## src/sv/assert_macros.svh

```systemverilog
`ifndef ASSERT_MACROS_SVH
`define ASSERT_MACROS_SVH

// Check that holds at every clock edge outside reset.
`define ASSERT_ALWAYS(label, expr, msg) \
  label: assert property (@(posedge clk) disable iff (!rst_n) (expr)) else $error(msg);

// Check of an implication over time; prop carries its own |-> or |=>.
`define ASSERT_PROP(label, prop, msg) \
  label: assert property (@(posedge clk) disable iff (!rst_n) prop) else $error(msg);

`endif

```

## src/sv/swudc_pkg.sv

```systemverilog
package swudc_pkg;

  localparam int DEF_REPLY_BUFFER_BYTES = 32;
  localparam int WINDOW_BYTES           = 7;
  localparam int FRAME_BYTES            = 8;

  localparam logic [7:0] SYNC_BYTE  = 8'h05;
  localparam logic [7:0] WRITE_FLAG = 8'h80;
  localparam logic [7:0] REG_MASK   = 8'h7F;
  localparam logic [7:0] CRC_POLY   = 8'h07;

  localparam logic KIND_TX     = 1'b0;
  localparam logic KIND_REPORT = 1'b1;

  typedef enum logic [1:0] {
    CMD_READ       = 2'd0,
    CMD_WRITE      = 2'd1,
    CMD_RX_BYTE    = 2'd2,
    CMD_END_WINDOW = 2'd3
  } cmd_t;

  typedef enum logic [1:0] {
    ST_OK      = 2'd0,
    ST_TIMEOUT = 2'd1,
    ST_INVALID = 2'd2
  } status_t;

  // Frame load request to the serializer: data bytes, lowest byte sent first.
  typedef struct packed {
    logic        load;
    logic [55:0] frame;
    logic [3:0]  len;
  } tx_load_t;

  // Byte offered by the serializer.
  typedef struct packed {
    logic       vld;
    logic [7:0] data;
    logic       last;
  } tx_stream_t;

  // One byte of CRC-8, polynomial 0x07, data bits fed least significant first.
  function automatic logic [7:0] crc8_byte(input logic [7:0] crc, input logic [7:0] data);
    logic [7:0] c;
    logic       fb;
    c = crc;
    for (int k = 0; k < 8; k++) begin
      fb = c[7] ^ data[k];
      c  = {c[6:0], 1'b0};
      if (fb) begin
        c = c ^ CRC_POLY;
      end
    end
    return c;
  endfunction

endpackage

```

## src/sv/swudc_cell.sv

```systemverilog
module swudc_cell
  import swudc_pkg::*;
(
  input  logic       clk,
  input  logic       rst_n,
  input  logic       clr,
  input  logic       shift,
  input  logic [7:0] win_in,
  input  logic [7:0] ctb_in,
  input  logic [7:0] msg_in,
  output logic [7:0] win_q,
  output logic [7:0] ctb_q
);

  logic [7:0] win_r;
  logic [7:0] ctb_r;

  // ctb_r is this byte's share of the window CRC at its current position.
  // The CRC is linear with a zero start, so the window CRC is the XOR of all shares.
  always_ff @(posedge clk) begin
    if (!rst_n || clr) begin
      win_r <= '0;
      ctb_r <= '0;
    end else if (shift) begin
      win_r <= win_in;
      ctb_r <= crc8_byte(ctb_in, msg_in);
    end
  end

  assign win_q = win_r;
  assign ctb_q = ctb_r;

endmodule

```

## src/sv/swudc_tx.sv

```systemverilog
module swudc_tx
  import swudc_pkg::*;
(
  input  logic       clk,
  input  logic       rst_n,
  input  tx_load_t   ld,
  input  logic       adv,
  output tx_stream_t tx_o
);

  logic [55:0] frame_r, frame_nxt;
  logic [3:0]  rem_r, rem_nxt;
  logic [7:0]  crc_r, crc_nxt;

  assign tx_o.vld  = (rem_r != 4'd0);
  assign tx_o.last = (rem_r == 4'd1);
  assign tx_o.data = (rem_r == 4'd1) ? crc_r : frame_r[7:0];

  always_comb begin
    frame_nxt = frame_r;
    rem_nxt   = rem_r;
    crc_nxt   = crc_r;
    if (ld.load) begin
      frame_nxt = ld.frame;
      rem_nxt   = ld.len + 4'd1;
      crc_nxt   = '0;
    end else if (adv && tx_o.vld) begin
      frame_nxt = {8'h00, frame_r[55:8]};
      rem_nxt   = rem_r - 4'd1;
      if (!tx_o.last) begin
        crc_nxt = crc8_byte(crc_r, frame_r[7:0]);
      end
    end
  end

  always_ff @(posedge clk) begin
    if (!rst_n) begin
      rem_r <= '0;
    end else begin
      rem_r <= rem_nxt;
    end
  end

  always_ff @(posedge clk) begin
    frame_r <= frame_nxt;
    crc_r   <= crc_nxt;
  end

endmodule

```

## src/sv/single_wire_uart_datagram_codec.sv

```systemverilog
// The first frame byte of an accepted request passes through the serializer and then the
// output register; the report of a request that completes a reply or ends the window
// passes through the report register and then the output register. A read request sends
// 4 frame bytes and a write 8, one frame byte per cycle while the output does not stall.
// Reset (synchronous, rst_n low) clears the receiver, the window cells and all valid flags.
module single_wire_uart_datagram_codec
  import swudc_pkg::*;
#(
  parameter int REPLY_BUFFER_BYTES = DEF_REPLY_BUFFER_BYTES
) (
  input  logic        clk,
  input  logic        rst_n,
  input  logic        cfg_valid,
  output logic        cfg_ready,
  input  logic [1:0]  cfg_data,   // node_address
  input  logic        in_tvalid,
  output logic        in_tready,
  input  logic [47:0] in_tdata,   // register_address[6:0], write_data[38:7], rx_byte[46:39]
  input  logic [1:0]  in_tuser,   // command
  output logic        out_tvalid,
  input  logic        out_tready,
  output logic [47:0] out_tdata,  // tx_byte[7:0], read_value[39:8], status[41:40]
  output logic        out_tuser,  // kind
  output logic        out_tlast
);

  `include "assert_macros.svh"

  localparam int CNT_W = $clog2(REPLY_BUFFER_BYTES + 1);

  logic [1:0] node_r;

  cmd_t        cmd;
  logic [6:0]  in_reg;
  logic [31:0] in_wd;
  logic [7:0]  in_rx;
  logic        acc;

  logic [CNT_W-1:0] cnt_r, cnt_nxt;
  logic [6:0]       pend_r, pend_nxt;
  logic             found_r, found_nxt;
  logic             recv_r, recv_nxt;

  logic             rpt_vld_r, rpt_vld_nxt;
  logic [31:0]      rpt_val_r, rpt_val_nxt;
  status_t          rpt_st_r, rpt_st_nxt;

  logic             out_tvalid_r, out_tvalid_nxt;
  logic [47:0]      out_tdata_r, out_tdata_nxt;
  logic             out_tuser_r, out_tuser_nxt;
  logic             out_tlast_r, out_tlast_nxt;

  tx_load_t   tx_ld;
  tx_stream_t tx_o;
  logic       out_load_ok;
  logic       tx_adv;

  logic [7:0] cell_win_in [WINDOW_BYTES];
  logic [7:0] cell_ctb_in [WINDOW_BYTES];
  logic [7:0] cell_msg_in [WINDOW_BYTES];
  logic [7:0] cell_win    [WINDOW_BYTES];
  logic [7:0] cell_ctb    [WINDOW_BYTES];
  logic       cell_clr;
  logic       take;
  logic       match;
  logic [7:0] win_crc;

  assign cfg_ready = 1'b1;

  always_ff @(posedge clk) begin
    if (!rst_n) begin
      node_r <= '0;
    end else if (cfg_valid && cfg_ready) begin
      node_r <= cfg_data;
    end
  end

  assign cmd    = cmd_t'(in_tuser);
  assign in_reg = in_tdata[6:0];
  assign in_wd  = in_tdata[38:7];
  assign in_rx  = in_tdata[46:39];

  // A new request may enter while the last frame byte or the report moves out.
  assign out_load_ok = !out_tvalid_r || out_tready;
  assign in_tready   = (!tx_o.vld || (tx_o.last && out_load_ok)) &&
                       (!rpt_vld_r || out_load_ok);
  assign acc         = in_tvalid && in_tready;
  assign tx_adv      = out_load_ok && !rpt_vld_r;

  always_comb begin
    tx_ld.load  = acc && (cmd == CMD_READ || cmd == CMD_WRITE);
    tx_ld.frame = {32'h0, 1'b0, in_reg, 6'h00, node_r, SYNC_BYTE};
    tx_ld.len   = 4'd3;
    if (cmd == CMD_WRITE) begin
      tx_ld.frame = {in_wd[7:0], in_wd[15:8], in_wd[23:16], in_wd[31:24],
                     {1'b0, in_reg} | WRITE_FLAG, 6'h00, node_r, SYNC_BYTE};
      tx_ld.len   = 4'd7;
    end
  end

  swudc_tx u_tx (
    .clk   (clk),
    .rst_n (rst_n),
    .ld    (tx_ld),
    .adv   (tx_adv),
    .tx_o  (tx_o)
  );

  // Reply window: cell 0 holds the oldest byte; bytes move toward it on each take.
  assign cell_clr = acc && (cmd == CMD_READ);
  assign take     = acc && (cmd == CMD_RX_BYTE) && recv_r && !found_r &&
                    (cnt_r < CNT_W'(REPLY_BUFFER_BYTES));

  always_comb begin
    for (int j = 0; j < WINDOW_BYTES; j++) begin
      if (j == WINDOW_BYTES - 1) begin
        cell_win_in[j] = in_rx;
        cell_ctb_in[j] = 8'h00;
        cell_msg_in[j] = in_rx;
      end else begin
        cell_win_in[j] = cell_win[j+1];
        cell_ctb_in[j] = cell_ctb[j+1];
        cell_msg_in[j] = 8'h00;
      end
    end
  end

  for (genvar g = 0; g < WINDOW_BYTES; g++) begin : g_cell
    swudc_cell u_cell (
      .clk    (clk),
      .rst_n  (rst_n),
      .clr    (cell_clr),
      .shift  (take),
      .win_in (cell_win_in[g]),
      .ctb_in (cell_ctb_in[g]),
      .msg_in (cell_msg_in[g]),
      .win_q  (cell_win[g]),
      .ctb_q  (cell_ctb[g])
    );
  end

  always_comb begin
    win_crc = 8'h00;
    for (int j = 0; j < WINDOW_BYTES; j++) begin
      win_crc = win_crc ^ cell_ctb[j];
    end
  end

  assign match = (cnt_r >= CNT_W'(WINDOW_BYTES)) && (cell_win[0] == SYNC_BYTE) &&
                 ((cell_win[2] & REG_MASK) == {1'b0, pend_r}) && (win_crc == in_rx);

  always_comb begin
    cnt_nxt   = cnt_r;
    pend_nxt  = pend_r;
    found_nxt = found_r;
    recv_nxt  = recv_r;
    rpt_vld_nxt = rpt_vld_r && !out_load_ok;
    rpt_val_nxt = rpt_val_r;
    rpt_st_nxt  = rpt_st_r;
    if (acc) begin
      unique case (cmd)
        CMD_READ: begin
          cnt_nxt   = '0;
          pend_nxt  = in_reg;
          found_nxt = 1'b0;
          recv_nxt  = 1'b1;
        end
        CMD_WRITE: begin
        end
        CMD_RX_BYTE: begin
          if (take) begin
            cnt_nxt = cnt_r + CNT_W'(1);
            if (match) begin
              found_nxt   = 1'b1;
              rpt_vld_nxt = 1'b1;
              rpt_val_nxt = {cell_win[3], cell_win[4], cell_win[5], cell_win[6]};
              rpt_st_nxt  = ST_OK;
            end
          end
        end
        CMD_END_WINDOW: begin
          if (recv_r) begin
            recv_nxt = 1'b0;
            if (!found_r) begin
              rpt_vld_nxt = 1'b1;
              rpt_val_nxt = '0;
              rpt_st_nxt  = (cnt_r < CNT_W'(FRAME_BYTES)) ? ST_TIMEOUT : ST_INVALID;
            end
          end
        end
        default: begin
        end
      endcase
    end
  end

  always_comb begin
    out_tvalid_nxt = out_tvalid_r && !out_tready;
    out_tdata_nxt  = out_tdata_r;
    out_tuser_nxt  = out_tuser_r;
    out_tlast_nxt  = out_tlast_r;
    if (out_load_ok) begin
      if (rpt_vld_r) begin
        out_tvalid_nxt = 1'b1;
        out_tdata_nxt  = {6'h00, rpt_st_r, rpt_val_r, 8'h00};
        out_tuser_nxt  = KIND_REPORT;
        out_tlast_nxt  = 1'b1;
      end else if (tx_o.vld) begin
        out_tvalid_nxt = 1'b1;
        out_tdata_nxt  = {6'h00, ST_OK, 32'h0, tx_o.data};
        out_tuser_nxt  = KIND_TX;
        out_tlast_nxt  = tx_o.last;
      end
    end
  end

  always_ff @(posedge clk) begin
    if (!rst_n) begin
      cnt_r        <= '0;
      pend_r       <= '0;
      found_r      <= 1'b0;
      recv_r       <= 1'b0;
      rpt_vld_r    <= 1'b0;
      out_tvalid_r <= 1'b0;
    end else begin
      cnt_r        <= cnt_nxt;
      pend_r       <= pend_nxt;
      found_r      <= found_nxt;
      recv_r       <= recv_nxt;
      rpt_vld_r    <= rpt_vld_nxt;
      out_tvalid_r <= out_tvalid_nxt;
    end
  end

  always_ff @(posedge clk) begin
    rpt_val_r   <= rpt_val_nxt;
    rpt_st_r    <= rpt_st_nxt;
    out_tdata_r <= out_tdata_nxt;
    out_tuser_r <= out_tuser_nxt;
    out_tlast_r <= out_tlast_nxt;
  end

  assign out_tvalid = out_tvalid_r;
  assign out_tdata  = out_tdata_r;
  assign out_tuser  = out_tuser_r;
  assign out_tlast  = out_tlast_r;

  `ASSERT_ALWAYS(a_tx_rpt_excl, !(tx_o.vld && rpt_vld_r),
                 "frame serializer and report pending at once")
  `ASSERT_ALWAYS(a_cnt_cap, cnt_r <= CNT_W'(REPLY_BUFFER_BYTES),
                 "reply count beyond buffer size")
  `ASSERT_PROP(a_found_cnt, found_r |-> (cnt_r >= CNT_W'(FRAME_BYTES)),
               "match recorded with fewer than eight bytes")
  `ASSERT_PROP(a_rpt_moves, (rpt_vld_r && out_load_ok) |=>
               (out_tvalid && out_tuser == KIND_REPORT && out_tlast),
               "pending report not placed in output register")

endmodule

```

## config.mk

```make
export PLATFORM = sky130hd
export DESIGN_NAME = single_wire_uart_datagram_codec
export DESIGN_NICKNAME = d
export VERILOG_FILES = /design/src/sv/swudc_pkg.sv /design/src/sv/swudc_cell.sv /design/src/sv/swudc_tx.sv /design/src/sv/single_wire_uart_datagram_codec.sv
export VERILOG_INCLUDE_DIRS = /design/src /design/src/sv
export SDC_FILE = /design/constraint.sdc
export NUM_CORES = 1
export LEC_CHECK = 0
export CORE_UTILIZATION = 40
export DETAILED_ROUTE_END_ITERATION = 12
export DONT_BUFFER_PORTS = 1
export GPL_ROUTABILITY_DRIVEN = 0
export GPL_TIMING_DRIVEN = 0
export PLACE_DENSITY = 0.6
export SETUP_SLACK_MARGIN = 0.1
export SYNTH_ARGS = -nofsm -noshare
export SYNTH_HDL_FRONTEND = slang
export SYNTH_HIERARCHICAL = 1
export SYNTH_SLANG_ARGS = --single-unit
```

## constraint.sdc

```tcl
create_clock -name clk -period 6.5 [get_ports clk]
set_input_delay 0.325 -clock clk [delete_from_list [all_inputs] [get_ports clk]]
set_output_delay 0.325 -clock clk [all_outputs]
set_load 0.02 [all_outputs]
```

==> results by group, run 1 <==
Placement
  – Worst slack, placed: ~2.3 ns
  – # port buffers: 0
  – Hpwl dp: between 15000 and 20000 um
  – Placed cell area: 14300 sq um
  – Placed Cells: between 1500 and 2000

Synth
  – Syn Inst Count: around 1100
  – Synth Area in XOR/XNOR: 0.183
  – Synth Cell Area: ~13000 sq um
  – Ys Warns: 6
  – Sequential element share of the synthesized area: 0.517
  – Yosys top cell by area: edfxtp_1
  – EDFF count, synth: 134
  – Multiplexer area fraction after synthesis: 0.0962
  – Post-Syn Area per Cell: ~12 sq um
  – Synth unique cells: 54
  – Post-synthesis compound-gate area fraction: 0.0519
  – Number of synthesized register bits: roughly 280
  – Asr flop ratio synth: 0
  – Largest family of logic cells by synthesized area: XOR/XNOR gates
  – Synth top area cells: edfxtp_1 30%, dfxtp_1 22%, xnor2_1 11%
  – Yosys top cell area share: 0.302
  – Adder-cell share of the synthesized area: 0.00752
  – Synth Area in Simple Gates: 0.121
  – Predominant post-synthesis flop cell: dfxtp_1

Clock tree
  – CTS sink cnt: between 200 and 300
  – CTS clk-pin slew, worst paths: approximately 0.060 ns
  – Post-cts sizing count: 0
  – CTS Root Cell: clkbuf_16
  – CTS tree: built
  – Worst-skew pair later-pin latency: approximately 0.54 ns
  – CTS Buffer Depth: 3
  – H-tree depth: 1
  – Inserted Clock Buffers: 29

Finish
  – Area grow syn2layout: 16.2%
  – Fin nets: 1313
  – Layout cells sized above 1: 0.122
  – Post-route cell area: 15500 sq um
  – Core Util, Final: 0.474
  – Post-Layout Cell Count: 1714

Timing
  – Fmax achieved: 240 MHz
  – Tcrit/Tclk final: 0.640
  – Slew HR: 0.427
  – Clock skew: 0.00797 ns
  – Setup TNS: 0 ns
  – Fin. Hold Viols: 0
  – Min cycle time layout: approximately 4.2 ns
  – Final Max Tran Viols: 0
  – Worst setup margin: roughly 2.3 ns
  – Final setup viols: 0
  – RSZ-0062 raised after global routing: no
  – Worst-Margin Slew: about 0.85 ns

Setup path
  – Worst Path Arrival: 4.40 ns
  – Worst setup SP type: flop
  – Largest fanout on the critical path: 31
  – Reg-to-reg slack, setup: 2.34 ns
  – Critical path class: reg -> reg
  – Endpoint type of the worst setup path: flop
  – WP data required: about 6.7 ns

Floorplanning
  – Die Wd: approximately 180 um
  – Die Y-Extent: 184 um
  – I/O pin count: 110
  – FP Rows: 66
  – Total core area: about 33000 sq um
  – Initial core utilization: 0.408
  – Die ar.: between 30000 and 40000 sq um

Pwr
  – PwrDens: around 390 nW/um^2
  – Combinational Power Share: 0.277
  – Leakage power: 5.55 nW
  – Switching share of power: 0.305
  – Clock share of power: 0.271
  – VDD IR max: between 0.00015 and 0.0002 V
  – Share of power burned in registers: 0.452
  – Power Internal: around 4.2 mW
  – Switching Power: 1.86 mW

Run
  – Max_cap viols: 0

Global route
  – Antenna violations before repair: 2
  – First-pass GRT wire length: between 40000 and 50000 um
  – GRT Residual Overflow: 0
  – Vias in the first global route: a little under 8000
  – GRT Total Usage: 0.153
  – Largest net degree at the start of global routing: 33

Routing
  – Wire length on met1: 12100 um
  – Post-DRT Antenna Nets: 0
  – Metal2 WL: between 10000 and 15000 um
  – Via count: 7843
  – Vias per cell: ~4.6
  – Final wirelength: 25400 um
  – DR pass1 iterations: 6
  – # DRC: 0
  – Max layer used: met5
  – Drt wl/cell: roughly 15 um
  – 1st-iter DRT viols: approximately 360
  – WL met3: just under 1000 um

Status
  – Outcome: finished clean

Worst hold path
  – HP Class: in -> reg
==> per-stage QoR <==
step,power [mW],hold slack (ns)
6_report,6.09,0.0894
5_1_grt,6.43,0.0864
4_1_cts,6.17,0.0625
3_5_place_dp,4.48,0.465
3_3_place_gp,4.42,0.461
2_1_floorplan,4.12,0.437
==> sequential cells by signal, summed over array words and instances (netlist names) <==
signal / count
g_cell.u_cell/ctb_q: 56
rpt_val_r: 32
out_tdata: 42
cnt_r: 6
u_tx/frame_r: 56
out_tuser: 1
u_tx/rem_r: 4
g_cell.u_cell/win_q: 56
pend_r: 7
recv_r: 1
u_tx/crc_r: 8
out_tlast: 1
rpt_st_r: 2
out_tvalid: 1
rpt_vld_r: 1
node_r: 2
found_r: 1
==> routing by layer <==
| metal | vias up | global-route usage |
|---|---|---|
| met2 | 122 | 0.253 |
| met3 | 38 | 0.0227 |
| met1 | 3673 | 0.209 |
| met5 | - | 0 |
| met4 | 2 | 0.0390 |
| li1 | 4008 | - |
==> worst paths after layout <==
path         cells after the start                              to                  startpoint
min reg2reg                      2          pend_r[0]$_SDFFE_PN0P_      pend_r[0]$_SDFFE_PN0P_
max                             12  u_tx/frame_r[55]$_SDFFCE_PN0P_  u_tx/rem_r[0]$_SDFFE_PN0P_
min                              2  u_tx/frame_r[52]$_SDFFCE_PN0P_                in_tdata[11]
max reg2reg                     12  u_tx/frame_r[55]$_SDFFCE_PN0P_  u_tx/rem_r[0]$_SDFFE_PN0P_
==> worst max-delay path: stages, from the launching register on <==
cell and delay, ns:
dfxtp_1 0.34, inv_1 0.07, ha_1 0.22, or3b_2 0.55, nor2b_1 0.17, o22a_1 0.29, nor2_1 0.15, buf_2 0.25
o21a_1 0.17, buf_6 0.15, clkbuf_1 0.49, nand2b_2 0.67, buf_12 0.28
==> logic make-up after synthesis <==
kind of cell | count (synthesis)
AND/OR/NAND/NOR | 312
flip-flops | 277
XOR/XNOR | 230
multiplexers | 121
AO/OA/AOI/OAI | 93
buffers and inverters | 68
adder cells (fa/ha/maj) | 8
other | 2
==> power by group through the flow <==
| stage | registers (mW) | logic (mW) | clock network (mW) |
|---|---|---|---|
| final | 2.76 | 1.69 | 1.65 |
| after global placement | 2.83 | 1.58 | 0 |
| after detailed placement | 2.80 | 1.68 | 0 |
| after global routing | 2.81 | 1.85 | 1.77 |
| after floorplan | 2.77 | 1.35 | 0 |
| after CTS | 2.77 | 1.70 | 1.70 |
==> synthesized netlist by cell type (2+ instances only) <==
cell type	count
a211oi_1	47
a211oi_2	7
a21oi_1	14
a31oi_1	5
and2_1	75
buf_1	14
buf_2	2
buf_4	7
clkbuf_1	33
conb_1	2
dfxtp_1	143
edfxtp_1	134
ha_1	8
inv_1	9
mux2_2	56
mux2i_1	65
nand2_1	19
nand2b_1	9
nand3_1	12
nand4_1	3
nor2_1	129
nor2b_1	44
nor3_1	3
nor3_2	3
nor4b_1	2
o211a_1	3
o21a_1	2
o21ai_0	6
o31a_1	2
or3_1	5
xnor2_1	161
xnor2_2	16
xnor3_1	12
xor2_1	32
xor3_1	8
==> layout by cell type, fill, tap and decap left out, types with 19 or more instances in the layout <==
cell type      count
a211oi_1          47
and2_1            75
clkbuf_1          37
clkbuf_16         30
conb_1            83
dfxtp_1          143
dlygate4sd3_1     21
edfxtp_1         134
mux2_2            56
mux2i_1           65
nand2_1           19
nor2_1           128
nor2b_1           44
xnor2_1          161
xor2_1            32
==> area by class of cell <==
| class | count | area [sq um] |
|---|---|---|
| fill | 2934 | 17100 |
| sequential | 277 | 6890 |
| multi-input combinational | 847 | 6450 |
| clock buffer | 40 | 840 |
| tap | 442 | 553 |
| timing repair buffer | 25 | 305 |
| buffer | 59 | 269 |
| clock inverter | 14 | 126 |
| inverter | 9 | 33.8 |
| antenna | 1 | 2.50 |
==> timing repair <==
item,in CTS,in global routing
hold buffers,21,0
hold endpoints to repair,32,0
setup endpoints to repair,0,0
setup buffers,0,0
Note: power is estimated with default switching activity, not from simulation.
==> run 2, diff against run 1 <==
Settings changed: ABC_AREA from default to 1.
Clock period 6.5 ns to 4 ns, I/O delays scaled along.
==> results by group, run 2 <==
Routing
  – Drt wl/cell: approximately 12 um
  – 1st-iter DRT viols: roughly 600
  – Via count: 12542
  – # DRC: 0
  – Post-DRT Antenna Nets: 0
  – Vias per cell: 4.38
  – DR pass1 iterations: 4
  – Final wirelength: roughly 35000 um

Timing
  – Final Max Tran Viols: 0
  – Fmax achieved: 332 MHz
  – Slew HR: 0.296
  – Tcrit/Tclk final: 0.753
  – Final setup viols: 0
  – Fin. Hold Viols: 0
  – Worst-Margin Slew: between 1 and 1.5 ns
  – Clock skew: 0.0138 ns
  – Setup TNS: 0 ns
  – Final hold slack: 0.0435 ns
  – RSZ-0062 raised after global routing: no
  – Min cycle time layout: 3.01 ns

Floorplanning
  – Die ar.: 39000 sq um
  – Initial core utilization: 0.406
  – Total core area: 37700 sq um
  – Die Y-Extent: 197 um
  – Die Wd: just under 200 um
  – FP Rows: 71
  – I/O pin count: 110

Finish
  – Layout cells sized above 1: 0.0680
  – Most frequent cells in the layout: 793 x nand2_1, 344 x inv_1, 199 x nor2_1, 143 x dfxtp_1, 134 x edfxtp_1
  – Total inserted antenna cells: 0
  – Area grow syn2layout: 17.4%
  – Fin nets: about 2400
  – Multi-input gate area: approximately 7100 sq um
  – Post-route cell area: between 15000 and 20000 sq um
  – Reg area: 6890 sq um
  – Post-Layout Cell Count: 2864
  – Fill count: between 3000 and 4000
  – Commonest non-fill, non-tap cell in the layout: nand2_1

Pwr
  – VDD IR max: 0.000385 V
  – Pwr Total: roughly 9.7 mW
  – Leakage power: about 9 nW
  – PwrDens: between 500 and 600 nW/um^2

Synth
  – Synth Cell Area: about 15000 sq um
  – Largest family of logic cells by synthesized area: simple AND/OR/NAND/NOR gates
  – Multiplexer area fraction after synthesis: 0
  – Syn Inst Count: roughly 2100
  – Asr flop ratio synth: 0
  – Sequential element share of the synthesized area: 0.451
  – Synth Area in XOR/XNOR: 0.0761
  – EDFF count, synth: 134
  – Synth top area cells: edfxtp_1 26%, nand2_1 19%, dfxtp_1 19%
  – Yosys top cell by area: edfxtp_1
  – Count leader, synth: nand2_1
  – Yosys top cell area share: 0.263
  – Adder-cell share of the synthesized area: 0.00655
  – Synth unique cells: 44
  – Ys Warns: 6
  – Predominant post-synthesis flop cell: dfxtp_1
  – Post-Syn Area per Cell: about 7.2 sq um
  – Number of synthesized register bits: 277
  – Synth Area in Simple Gates: 0.305
  – Post-synthesis compound-gate area fraction: 0.0451
  – Most instantiated cells after synthesis: 793 x nand2_1, 344 x inv_1, 200 x nor2_1

Placement
  – Placed cell area: between 15000 and 20000 sq um
  – Hpwl dp: 26400 um
  – Placed Cells: 2753
  – # port buffers: 0

Clock tree
  – CTS clk-pin slew, worst paths: about 0.070 ns
  – Inserted Clock Buffers: 30
  – H-tree depth: 1
  – Worst-skew pair later-pin latency: 0.56 ns
  – CTS tree: built
  – CTS Root Cell: clkbuf_16
  – CTS Buffer Depth: 3
  – Post-cts sizing count: 0
  – Hold buffer count at cts: 56
  – CTS sink cnt: between 200 and 300
  – Post-CTS Setup Inserts: 0

Setup path
  – Critical path class: reg -> reg
  – Setup crit start: u_tx/rem_r[1]$_SDFFE_PN0P_
  – Worst setup SP type: flop
  – Crit-path slowest cell: nand2_4
  – Top cell by count, worst path: nand2_4
  – Reg2reg start: u_tx/rem_r[1]$_SDFFE_PN0P_
  – WP data required: roughly 4.5 ns
  – Cells along the critical path: inv_1 -> ha_1 -> nand2_4 -> inv_6 -> inv_1 -> nand2_1 -> nand2_2 -> o21ai_4 -> nand2_4 -> nor2_1 -> clkbuf_1 -> inv_2 -> nand2_4 -> o311ai_0 -> a21oi_1
  – Critical Path Sink: u_tx/rem_r[2]$_SDFFE_PN0P_
  – Largest fanout on the critical path: between 60 and 70
  – Endpoint type of the worst setup path: flop
  – R2R cell count: 15
  – R2r endpoint: u_tx/rem_r[2]$_SDFFE_PN0P_
  – Worst Path Arrival: 3.49 ns
  – Reg-to-reg slack, setup: approximately 0.99 ns
  – Largest stage delay, worst path: approximately 0.61 ns

Global route
  – Largest net degree at the start of global routing: between 60 and 70
  – GRT Total Usage: 0.184
  – First-pass GRT wire length: 57500 um
  – Antenna violations before repair: 0
  – GRT Residual Overflow: 0
  – Vias in the first global route: approximately 12000

Status
  – Outcome: finished clean

Run
  – Max_cap viols: 0

Worst hold path
  – HP Class: in -> reg
run 2: cell count changes in the layout (fill, tap and decap cells not counted), sizes merged, moves of 74 or more:
cell,previous run,this run
and2,75,1
xnor2,178,70
nand2,19,803
inv,10,378
nor2,129,206
nand3,12,97
run 2: how the worst min path moves through the flow:
stage | from | end | slack, ns | cells past startpoint
detailed placement | cfg_data[1] | node_r[1]$_SDFFE_PN0P_ | 0.35 | 2
global route | in_tdata[41] | g_cell[6].u_cell/ctb_q[7]$_SDFFE_PP0P_ | 0.04 | 4
global placement | cfg_data[0] | node_r[0]$_SDFFE_PN0P_ | 0.34 | 2
CTS | in_tdata[42] | g_cell[6].u_cell/ctb_q[6]$_SDFFE_PP0P_ | 0.01 | 6
floorplan | in_tdata[0] | pend_r[0]$_SDFFE_PN0P_ | 0.33 | 2
finish | in_tdata[41] | g_cell[6].u_cell/ctb_q[7]$_SDFFE_PP0P_ | 0.04 | 4
run 2: cells by family (layout without fill, tap and decap cells):
logic type,after synthesis,in the layout
DFF,277,277
adders and majority gates,8,8
and+or+nand+nor,1150,1150
AOI/OAI and AO/OA,131,131
xor gates and xnor gates,108,108
other,2,126
buffers and inverters,440,553
run 2: area by class of cell:
cell class              instances  area share
multi-input cells            1523       0.396
flip-flops and latches        277       0.384
inverters                     377      0.0802
clock buffers                  41      0.0465
well taps                     511      0.0356
repair buffers                 58      0.0335
plain buffers                  63      0.0185
clock inverters                14     0.00586
run 2: metal layers:
metal  track usage  up-vias  wire [um]
li1              -     6672          -
met1         0.228     5621      15900
met2         0.332      188      17200
met3        0.0256       61       1360
met4        0.0531        0        940
met5             0        -          0
run 2: critical path: cells and delay by family (launching register included):
family                   cells  cell delay [ns]
buffers and inverters        5             0.66
flip-flops                   1             0.31
adder cells (fa/ha/maj)      1             0.21
AND/OR/NAND/NOR              6             1.12
AO/OA/AOI/OAI                3             0.63
run 2: per-stage QoR:
stage	worst slack [ns]	utilization
final	0.990	0.477
after floorplan	0.588	-
after CTS	0.913	0.477
after global routing	0.669	0.477
after global placement	-0.445	0.435
after detailed placement	0.952	0.437
run 2: power breakdown:
part,switching [mW],total [mW],leakage [nW],internal (mW)
Combinational,1.74,2.61,5.82,0.874
Clock,1.13,2.65,0.459,1.52
Sequential,0.575,4.48,2.50,3.91
